## src/rtl/core/adrf_pkg.sv

```systemverilog
package adrf_pkg;

    // Packet geometry
    localparam int unsigned SIG_LEN      = 7;
    localparam logic [9:0]  POS_MAX      = 10'd1023;
    localparam logic [9:0]  POS_OPC_LO   = 10'd8;
    localparam logic [9:0]  POS_OPC_HI   = 10'd9;
    localparam logic [9:0]  POS_SEQ      = 10'd12;
    localparam logic [9:0]  POS_UNI_LO   = 10'd14;
    localparam logic [9:0]  POS_UNI_HI   = 10'd15;
    localparam logic [9:0]  DMX_OFFSET   = 10'd18;
    localparam logic [9:0]  POS_MIN_LAST = 10'd17;
    localparam logic [15:0] LEN_MIN_EXCL = 16'd17;
    localparam logic [15:0] LEN_MAX      = 16'd530;
    localparam logic [10:0] UNI_SLOTS    = 11'd512;

    // Opcodes
    localparam logic [15:0] OPC_DMX  = 16'h5000;
    localparam logic [15:0] OPC_POLL = 16'h2000;

    // Packet kind codes
    localparam logic [2:0] KIND_REJECT    = 3'd0;
    localparam logic [2:0] KIND_DMX_USED  = 3'd1;
    localparam logic [2:0] KIND_DMX_OTHER = 3'd2;
    localparam logic [2:0] KIND_POLL      = 3'd3;
    localparam logic [2:0] KIND_OTHER     = 3'd4;

    // Register indexes
    localparam logic [1:0] REG_FIRST_UNI = 2'd0;
    localparam logic [1:0] REG_START_CH  = 2'd1;
    localparam logic [1:0] REG_TOTAL_CH  = 2'd2;

    // Register reset values
    localparam logic [14:0] FIRST_UNI_RST = 15'd0;
    localparam logic [8:0]  START_CH_RST  = 9'd0;
    localparam logic [10:0] TOTAL_CH_RST  = 11'd1024;

    typedef struct packed {
        logic [7:0]  data_byte;
        logic [15:0] packet_length;
        logic        last_byte;
    } t_in;

    typedef struct packed {
        logic       write_valid;
        logic [9:0] write_index;
        logic [7:0] write_value;
        logic       packet_done;
        logic [2:0] packet_kind;
        logic [7:0] sequence_number;
    } t_out;

    // Header view for the byte at hand, including that byte's own update
    typedef struct packed {
        logic [9:0]  pos;
        logic        sig_ok;
        logic [15:0] opcode;
        logic [15:0] universe;
        logic [7:0]  seq;
    } t_hdr;

    // Expected signature character at a position below SIG_LEN
    function automatic logic [7:0] sig_byte(input logic [2:0] idx);
        logic [7:0] c;
        case (idx)
            3'd0:    c = 8'h41; // A
            3'd1:    c = 8'h72; // r
            3'd2:    c = 8'h74; // t
            3'd3:    c = 8'h2D; // -
            3'd4:    c = 8'h4E; // N
            3'd5:    c = 8'h65; // e
            3'd6:    c = 8'h74; // t
            default: c = 8'h00;
        endcase
        return c;
    endfunction

endpackage

```

## src/rtl/core/adrf_hdr_track.sv

```systemverilog
module adrf_hdr_track (
    input  logic             i_clk,
    input  logic             i_rst_n,
    input  logic             i_step,
    input  logic [7:0]       i_data_byte,
    input  logic             i_last_byte,
    output adrf_pkg::t_hdr   o_hdr
);

    logic [9:0]  r_pos;
    logic        r_sig_ok;
    logic [15:0] r_opcode;
    logic [15:0] r_universe;
    logic [7:0]  r_seq;

    adrf_pkg::t_hdr n_hdr;

    // Fold the current byte into the header fields
    always_comb begin
        n_hdr          = '0;
        n_hdr.pos      = r_pos;
        n_hdr.sig_ok   = r_sig_ok;
        n_hdr.opcode   = r_opcode;
        n_hdr.universe = r_universe;
        n_hdr.seq      = r_seq;
        if (r_pos < 10'(adrf_pkg::SIG_LEN) &&
            i_data_byte != adrf_pkg::sig_byte(r_pos[2:0])) begin
            n_hdr.sig_ok = 1'b0;
        end
        case (r_pos)
            adrf_pkg::POS_OPC_LO: n_hdr.opcode[7:0]    = i_data_byte;
            adrf_pkg::POS_OPC_HI: n_hdr.opcode[15:8]   = i_data_byte;
            adrf_pkg::POS_SEQ:    n_hdr.seq            = i_data_byte;
            adrf_pkg::POS_UNI_LO: n_hdr.universe[7:0]  = i_data_byte;
            adrf_pkg::POS_UNI_HI: n_hdr.universe[15:8] = i_data_byte;
            default: ;
        endcase
    end

    assign o_hdr = n_hdr;

    // Per-packet state; cleared after each last byte
    always_ff @(posedge i_clk) begin
        if (!i_rst_n) begin
            r_pos      <= '0;
            r_sig_ok   <= 1'b1;
            r_opcode   <= '0;
            r_universe <= '0;
            r_seq      <= '0;
        end else if (i_step) begin
            if (i_last_byte) begin
                r_pos      <= '0;
                r_sig_ok   <= 1'b1;
                r_opcode   <= '0;
                r_universe <= '0;
                r_seq      <= '0;
            end else begin
                r_sig_ok   <= n_hdr.sig_ok;
                r_opcode   <= n_hdr.opcode;
                r_universe <= n_hdr.universe;
                r_seq      <= n_hdr.seq;
                if (r_pos != adrf_pkg::POS_MAX) begin
                    r_pos <= r_pos + 10'd1;
                end
            end
        end
    end

endmodule

```

## src/rtl/core/adrf_slot_map.sv

```systemverilog
module adrf_slot_map (
    input  adrf_pkg::t_hdr  i_hdr,
    input  logic [7:0]      i_data_byte,
    input  logic [15:0]     i_packet_length,
    input  logic            i_last_byte,
    input  logic [14:0]     i_first_universe,
    input  logic [8:0]      i_start_channel,
    input  logic [10:0]     i_total_channels,
    output adrf_pkg::t_out  o_result
);

    logic        len_ok;
    logic        is_dmx;
    logic        match1;
    logic        match2;
    logic        in_payload;
    logic [9:0]  slot;
    logic [8:0]  slot_off;
    logic        slot_sel;
    logic [10:0] second_lim;
    logic        second_ok;
    logic [2:0]  kind;

    always_comb begin
        len_ok = i_packet_length > adrf_pkg::LEN_MIN_EXCL &&
                 i_packet_length <= adrf_pkg::LEN_MAX;
        is_dmx = i_hdr.opcode == adrf_pkg::OPC_DMX;
        match1 = i_hdr.universe == {1'b0, i_first_universe};
        match2 = i_hdr.universe == ({1'b0, i_first_universe} + 16'd1);

        // Slot position and range checks
        in_payload = len_ok && i_hdr.sig_ok && is_dmx &&
                     i_hdr.pos >= adrf_pkg::DMX_OFFSET &&
                     {6'd0, i_hdr.pos} < i_packet_length;
        slot       = i_hdr.pos - adrf_pkg::DMX_OFFSET;
        slot_off   = slot[8:0] - i_start_channel;
        slot_sel   = in_payload && !slot[9] && slot[8:0] >= i_start_channel;
        second_lim = i_total_channels - adrf_pkg::UNI_SLOTS;
        second_ok  = i_total_channels > adrf_pkg::UNI_SLOTS &&
                     {1'b0, slot} < second_lim;

        // Packet classification on the last byte
        if (!len_ok || !i_hdr.sig_ok || i_hdr.pos < adrf_pkg::POS_MIN_LAST) begin
            kind = adrf_pkg::KIND_REJECT;
        end else if (is_dmx) begin
            kind = (match1 || match2) ? adrf_pkg::KIND_DMX_USED
                                      : adrf_pkg::KIND_DMX_OTHER;
        end else if (i_hdr.opcode == adrf_pkg::OPC_POLL) begin
            kind = adrf_pkg::KIND_POLL;
        end else begin
            kind = adrf_pkg::KIND_OTHER;
        end

        o_result = '0;
        if (slot_sel && match1) begin
            o_result.write_valid = 1'b1;
            o_result.write_index = {1'b0, slot_off};
            o_result.write_value = i_data_byte;
        end else if (slot_sel && match2 && second_ok) begin
            o_result.write_valid = 1'b1;
            o_result.write_index = {1'b1, slot_off};
            o_result.write_value = i_data_byte;
        end
        o_result.packet_done = i_last_byte;
        if (i_last_byte) begin
            o_result.packet_kind = kind;
            if (kind != adrf_pkg::KIND_REJECT) begin
                o_result.sequence_number = i_hdr.seq;
            end
        end
    end

endmodule

```

## src/rtl/core/artnet_dmx_receive_filter_core.sv

```systemverilog
// Art-Net DMX receive filter, one payload byte per request.
// Each byte passes through the input register and then the result register.
// Throughput: one byte per cycle while results are taken; a result held by
// i_out_ready low stalls the pipeline. The single-pass slot mapping sets the rate.
// Reset (synchronous, active low) empties both registers, clears the packet
// state and returns the configuration registers to their defaults.
module artnet_dmx_receive_filter_core (
    input  logic           i_clk,
    input  logic           i_rst_n,
    input  logic           i_in_valid,
    output logic           o_in_ready,
    input  adrf_pkg::t_in  i_in_data,
    output logic           o_out_valid,
    input  logic           i_out_ready,
    output adrf_pkg::t_out o_out_data,
    input  logic           psel,
    input  logic           penable,
    input  logic           pwrite,
    input  logic [3:0]     paddr,
    input  logic [31:0]    pwdata,
    output logic [31:0]    prdata,
    output logic           pready
);

    logic [14:0]    r_first_universe;
    logic [8:0]     r_start_channel;
    logic [10:0]    r_total_channels;
    logic           r_in_valid;
    adrf_pkg::t_in  r_in;
    logic           r_out_valid;
    adrf_pkg::t_out r_out;
    logic           advance;
    logic           step;
    logic           cfg_wr;
    adrf_pkg::t_hdr hdr;
    adrf_pkg::t_out n_out;

    // Configuration registers
    assign pready = 1'b1;
    assign cfg_wr = psel && penable && pwrite;

    always_ff @(posedge i_clk) begin
        if (!i_rst_n) begin
            r_first_universe <= adrf_pkg::FIRST_UNI_RST;
            r_start_channel  <= adrf_pkg::START_CH_RST;
            r_total_channels <= adrf_pkg::TOTAL_CH_RST;
        end else if (cfg_wr) begin
            case (paddr[3:2])
                adrf_pkg::REG_FIRST_UNI: r_first_universe <= pwdata[14:0];
                adrf_pkg::REG_START_CH:  r_start_channel  <= pwdata[8:0];
                adrf_pkg::REG_TOTAL_CH:  r_total_channels <= pwdata[10:0];
                default: ;
            endcase
        end
    end

    always_comb begin
        case (paddr[3:2])
            adrf_pkg::REG_FIRST_UNI: prdata = {17'd0, r_first_universe};
            adrf_pkg::REG_START_CH:  prdata = {23'd0, r_start_channel};
            adrf_pkg::REG_TOTAL_CH:  prdata = {21'd0, r_total_channels};
            default:                 prdata = '0;
        endcase
    end

    // Pipeline control: result register frees when empty or taken
    assign advance    = !r_out_valid || i_out_ready;
    assign step       = r_in_valid && advance;
    assign o_in_ready = !r_in_valid || advance;

    // Input register
    always_ff @(posedge i_clk) begin
        if (!i_rst_n) begin
            r_in_valid <= 1'b0;
        end else if (o_in_ready) begin
            r_in_valid <= i_in_valid;
        end
    end

    always_ff @(posedge i_clk) begin
        if (o_in_ready && i_in_valid) begin
            r_in <= i_in_data;
        end
    end

    adrf_hdr_track u_hdr (
        .i_clk       (i_clk),
        .i_rst_n     (i_rst_n),
        .i_step      (step),
        .i_data_byte (r_in.data_byte),
        .i_last_byte (r_in.last_byte),
        .o_hdr       (hdr)
    );

    adrf_slot_map u_map (
        .i_hdr            (hdr),
        .i_data_byte      (r_in.data_byte),
        .i_packet_length  (r_in.packet_length),
        .i_last_byte      (r_in.last_byte),
        .i_first_universe (r_first_universe),
        .i_start_channel  (r_start_channel),
        .i_total_channels (r_total_channels),
        .o_result         (n_out)
    );

    // Result register
    always_ff @(posedge i_clk) begin
        if (!i_rst_n) begin
            r_out_valid <= 1'b0;
        end else if (advance) begin
            r_out_valid <= r_in_valid;
        end
    end

    always_ff @(posedge i_clk) begin
        if (step) begin
            r_out <= n_out;
        end
    end

    assign o_out_valid = r_out_valid;
    assign o_out_data  = r_out;

    // Checks
    a_no_kind_mid_packet: assert property (@(posedge i_clk) disable iff (!i_rst_n)
        o_out_valid && !o_out_data.packet_done |->
            o_out_data.packet_kind == adrf_pkg::KIND_REJECT &&
            o_out_data.sequence_number == 8'd0)
        else $error("packet kind or sequence set on a non-final byte");

    a_idle_write_zero: assert property (@(posedge i_clk) disable iff (!i_rst_n)
        o_out_valid && !o_out_data.write_valid |->
            o_out_data.write_index == 10'd0 && o_out_data.write_value == 8'd0)
        else $error("write fields nonzero without write_valid");

    a_kind_range: assert property (@(posedge i_clk) disable iff (!i_rst_n)
        o_out_valid |-> o_out_data.packet_kind <= adrf_pkg::KIND_OTHER)
        else $error("packet kind out of range");

    a_stall_holds: assert property (@(posedge i_clk) disable iff (!i_rst_n)
        o_out_valid && !i_out_ready |=> o_out_valid && $stable(o_out_data))
        else $error("stalled result lost or changed");

    a_pending_blocks: assert property (@(posedge i_clk) disable iff (!i_rst_n)
        r_in_valid && r_out_valid && !i_out_ready |-> !o_in_ready)
        else $error("input accepted while pipeline full");

endmodule
```

## config.mk

```make
export PLATFORM = sky130hd
export DESIGN_NAME = artnet_dmx_receive_filter_core
export DESIGN_NICKNAME = d
export VERILOG_FILES = /design/src/rtl/core/adrf_pkg.sv /design/src/rtl/core/adrf_hdr_track.sv /design/src/rtl/core/adrf_slot_map.sv /design/src/rtl/core/artnet_dmx_receive_filter_core.sv
export SDC_FILE = /design/constraint.sdc
export NUM_CORES = 1
export LEC_CHECK = 0
export BUFFER_PORTS_ARGS = -buffer_cell sky130_fd_sc_hd__buf_2
export CAP_MARGIN = 20
export CORE_MARGIN = 5
export CORE_UTILIZATION = 40
export DETAILED_ROUTE_END_ITERATION = 10
export GPL_TIMING_DRIVEN = 0
export PLACE_DENSITY = 0.69
export SLEW_MARGIN = 10
export SYNTH_ARGS = -nofsm -noshare
export SYNTH_HDL_FRONTEND = slang
export SYNTH_SLANG_ARGS = --single-unit
```

## constraint.sdc

```tcl
create_clock -name i_clk -period 6.82 [get_ports i_clk]
set_input_delay 1.705 -clock i_clk [delete_from_list [all_inputs] [get_ports i_clk]]
set_output_delay 1.705 -clock i_clk [all_outputs]
set_load 0.01 [all_outputs]
```

Yosys cells after proc, flatten, opt, wreduce, memory -nomap -nowiden
Cells that the tools add are included.

Muxes and demuxes: 20. Reductions and logical operators: 36. Order comparisons: 9. $add $sub $neg: 5. Equal/unequal tests: 19.

Operators by type and width (count): 10-bit by 4-bit == test with 1-bit output, second input constant (5); 8-bit two-way mux (6); 15-bit case mux with 3 select lines (1); 7-bit case mux with 6 select lines (1); 16-bit two-way mux (2); 10-bit two-way mux (2); 19-bit two-way mux (1); 17-bit two-way mux (1); 15-bit by 1-bit adder with 16-bit output, second input constant (1); 16-bit by 14-bit == test with 1-bit output, second input constant (1); 16-bit by 15-bit == test with 1-bit output (1); 16-bit by 15-bit == test with 1-bit output, second input constant (1); 16-bit == test (1); 16-bit by 5-bit > comparator with 1-bit output, second input constant (1); 16-bit by 10-bit less-or-equal comparator with 1-bit output, second input constant (1); 1-bit logical AND (16); 10-bit by 16-bit < comparator with 1-bit output (1); 11-bit by 10-bit > comparator with 1-bit output, second input constant (1); 10-bit by 11-bit < comparator with 1-bit output (1); 11-bit by 10-bit subtractor with 11-bit output, second input constant (1); 10-bit by 1-bit adder with 10-bit output, second input constant (1); 10-bit by 5-bit greater-or-equal comparator with 1-bit output, second input constant (1); 10-bit by 3-bit < comparator with 1-bit output, second input constant (1); 10-bit by 5-bit < comparator with 1-bit output, second input constant (1); other kinds (21) (39).

Output and inout bits: 66. Register bits after elaboration: 144. Bits of input ports: 68. Logic and storage cells: 109.

Depth between registers and ports, before layout
Depth after elaboration: 16. Gate-level depth with buffers: 16. Depth with buffers taken out: 15.

Cells and area by module
Synthesis repeated with hierarchy kept, for this count alone.

Cell total of the unflattened synthesis: 860. Area, all modules: 8449.4 um2.

By module, submodules not included: artnet_dmx_receive_filter_core (instances 1, cells each 262, area each 3500.9 um2); adrf_hdr_track (instances 1, cells each 297, area each 2808.9 um2); adrf_slot_map (instances 1, cells each 301, area each 2139.6 um2).

Worst setup path before layout
No wires, ideal clock.

Path kind: input port to output port. Start point: input paddr[2]. End point: output prdata[0]. Setup slack: 2.334 ns. Stages: 4. Buffers on the path: 2. Arrival: 2.781 ns. Path through: clkbuf_1 > buf_1 > mux2i_1 > o21ai_0.

Cells in the longest elaborated chain, start to end: 2.

RTL lines: start, declared (line artnet_dmx_receive_filter_core.sv:19) `input logic [3:0] paddr,`; 2-bit == test (tied with other cells) (line artnet_dmx_receive_filter_core.sv:58) `case (paddr[3:2])`; 15-bit case mux with 3 select lines * (line artnet_dmx_receive_filter_core.sv:58); end, declared (line artnet_dmx_receive_filter_core.sv:21) `output logic [31:0] prdata,`.

Mark *: on every way between the ends. The rest lies on a longest branch, timed or not.

Final worst setup path
Start point: input paddr[2]. End point: output prdata[11].

Same word-level chain as after synthesis.

==> run_results.csv <==
group,metric,value,unit
sta,tightest_slew,1.03,ns
finish,layout_common_cells,"nand2_1, buf_2, dfxtp_1",
synthesis,synth-async-reset-ratio,0,%
floorplan,die_y,156,um
synthesis,avgSynthCellArea,8.96,um^2
sta,setup_tns,0,ns
detailed_routing,ant_nets,0,
floorplan,fp.dieW,156,um
clock_tree,clockBufferDepth,2,
sta,fmax,206,MHz
pwr,power.net_switching,509,uW
detailed_routing,wirelength,24200,um
sta,skew,0.00763,ns
sta,min_period,4.86,ns
placement,dpl_worst_slack,1.98,ns
synthesis,yosys.cell_types.count,72,
placement,dp_hpwl,17800,um
worst_hold_path,hold_class,"reg -> reg",
floorplan,start_util,40.6,%
sta,slew_headroom,31.1,%
detailed_routing,drc_errors,0,
finish,fillers,2043,
setup_path,criticalPathCategory,"in -> out",
synthesis,ys.flop_type,"dfxtp_1",
floorplan,fp-row-count,53,
finish,area.growth.synth_to_final,16.9,%
finish,final_common_cell,"nand2_1",
floorplan,core_area,21000,um^2
clock_tree,ctsHoldBuffers,0,
clock_tree,htreeDepth,4,
global_routing,grt_overflow_total,0,
flow_run,drv_cap,0,
pwr,p_seq_share,46.5,%
synthesis,synth_seq_cells,144,
pwr,p_int,1.49,mW
synthesis,ys_warn_count,0,
setup_path,start_kind,"input port",
pwr,p_comb_share,7.7,%
sta,setup_viol,0,
sta,hold_violations,0,
clock_tree,clock_sinks,144,
sta,slew_violations,0,
setup_path,crit_fanout,10,
floorplan,ioPinCount,134,
clock_tree,postCtsSetupRepairBufs,0,
pwr,pwr_density_cell,200,nW/um^2
global_routing,grt_first_pass_wirelength,37600,um
clock_tree,cts_resized,0,
pwr,ir_drop,0.158,mV
setup_path,crit_arrival,3.15,ns
synthesis,syn_area,8540,um^2
global_routing,grt_max_degree,40,
finish,final_util,47.5,%
detailed_routing,num_vias,7350,
detailed_routing,wl_per_cell,17.6,um
finish,design_area,9990,um^2
pwr,power,2.00,mW
clock_tree,cts_tree,"done",
placement,place_area,9410,um^2
setup_path,required,5.12,ns
detailed_routing,drtIter0Drc,714,
finish,num_antenna_cells,0,
pwr,p_clk_share,45.8,%
sta,period_share,71.2,%
sta,finalWorstSetupSlack,1.96,ns
clock_tree,root_buffer,"clkbuf_16",
outcome,outcome,"finished clean",
finish,finalNetCount,1186,
global_routing,grt_antenna_before_repair,0,
placement,portBuffers,93,
placement,place.gp.congestion,0.931,
pwr,switching_share,25.5,%
finish,drive_gt1_share,14.6,%
synthesis,yosysSeqAreaShare,40.3,%
global_routing,track_usage,19.6,%
clock_tree,worstSkewPairLatency,0.43,ns
pwr,leakagePower,3.75,nW
global_routing,grt_pass1_vias,6914,
floorplan,die_area,24400,um^2
detailed_routing,first_pass_iters,6,
clock_tree,numCtsBuffers,17,
sta,rsz0062_at_grt,"no",
synthesis,synth_edf_count,56,
detailed_routing,viasPerCell,5.37,
clock_tree,cts.clk_slew.worst_paths,0.06,ns
setup_path,setup.worst_path.end_class,"primary output",
synthesis,syn_inst,953,
cell type report:
class	instances	area (um^2)	area share, %
Clock buffer	17	425	4.26
Clock inverter	15	150	1.50
Sequential cell	144	3440	34.5
Buffer	73	374	3.75
Multi-Input combinational cell	707	4620	46.2
Inverter	45	169	1.69
Tap cell	275	344	3.45
Timing Repair Buffer	93	465	4.66
worst max-delay path, cell delays in order:
cell      delay, ns
clkbuf_1       0.30
buf_1          0.54
nor2_1         0.22
and2_1         0.24
buf_2          0.14
per-stage QoR:
| step | hold WS [ns] | instances |
|---|---|---|
| after CTS | 0.454 | 1369 |
| final | 0.453 | 1369 |
| after global placement | 0.434 | 1337 |
| after detailed placement | 0.452 | 1337 |
| after floorplan | 0.424 | 969 |
| after global routing | 0.470 | 1369 |
synthesized netlist by cell type, drive strengths merged, types with 3 or more instances:
cell type / number / share of area, %
nand2: 109 / 4.8
dfxtp: 88 / 21
nor2b: 75 / 5.5
edfxtp: 56 / 20
nor2: 51 / 2.2
clkbuf: 44 / 1.9
inv: 44 / 1.9
a22oi: 41 / 3.6
o21ai: 41 / 2.4
mux2i: 38 / 4.5
ha: 36 / 5.3
buf: 29 / 2.4
a21oi: 27 / 1.6
a21boi: 26 / 2.3
xnor2: 23 / 2.4
nand3: 22 / 1.3
and2: 19 / 1.4
xor2: 19 / 1.9
nor3: 18 / 1.3
nor4: 13 / 1.0
nand4: 12 / 0.88
a21o: 11 / 0.97
or3: 10 / 0.73
a211oi: 8 / 0.70
and3: 7 / 0.51
nand2b: 7 / 0.51
o21a: 7 / 0.62
o31ai: 6 / 0.53
or4: 6 / 0.57
a31oi: 5 / 0.37
a32oi: 4 / 0.41
o2111ai: 4 / 0.41
a221oi: 3 / 0.31
nor3b: 3 / 0.26
o211ai: 3 / 0.26
o22ai: 3 / 0.22
o32ai: 3 / 0.31
path summary, 6_finish.rpt:
path                          startpoint                       end  slack, ns  depth (start not counted)
max                             paddr[2]                prdata[11]       1.96                          5
min                    r_in[0]$_DFFE_PP_  o_out_data[11]$_DFFE_PP_       0.45                          0
max reg2reg  u_hdr.r_pos[1]$_SDFFE_PN0P_  o_out_data[22]$_DFFE_PP_       2.52                         13
min reg2reg            r_in[0]$_DFFE_PP_  o_out_data[11]$_DFFE_PP_       0.45                          0
cell families after synthesis:
kind of cell	count (synthesis)	synth area share [%]
muxes	38	4.45
AOI/OAI and AO/OA	207	16.6
other	2	0.0879
adders and majority gates	37	5.51
buffers and inverters	118	6.36
xor gates and xnor gates	42	4.31
DFF	144	40.3
and+or+nand+nor	365	22.4
routing by layer:
layer,GRT usage [%],up-vias,wire length (um)
li1,-,3623,-
met1,26.6,3426,10800
met2,31.5,265,11200
met3,4.16,36,1650
met4,6.16,0,463
met5,0,-,0
flip-flops by register name (all words and copies together) (netlist names):
register and cells:
r_in_valid 1, o_out_data 31, r_total_channels 11, u_hdr.r_universe 16
r_in 25, u_hdr.r_opcode 16, o_out_valid 1, u_hdr.r_seq 8
r_first_universe 15, u_hdr.r_pos 10, u_hdr.r_sig_ok 1, r_start_channel 9
power by group through the flow:
stage          clock network (mW)  registers (mW)  logic [mW]
2_1_floorplan                   0           0.948      0.0884
5_1_grt                     0.967           0.931       0.167
6_report                    0.914           0.929       0.154
3_3_place_gp                    0           0.947       0.150
4_1_cts                     0.930           0.929       0.152
3_5_place_dp                    0           0.948       0.151
Note: power is estimated with default switching activity, not from simulation.
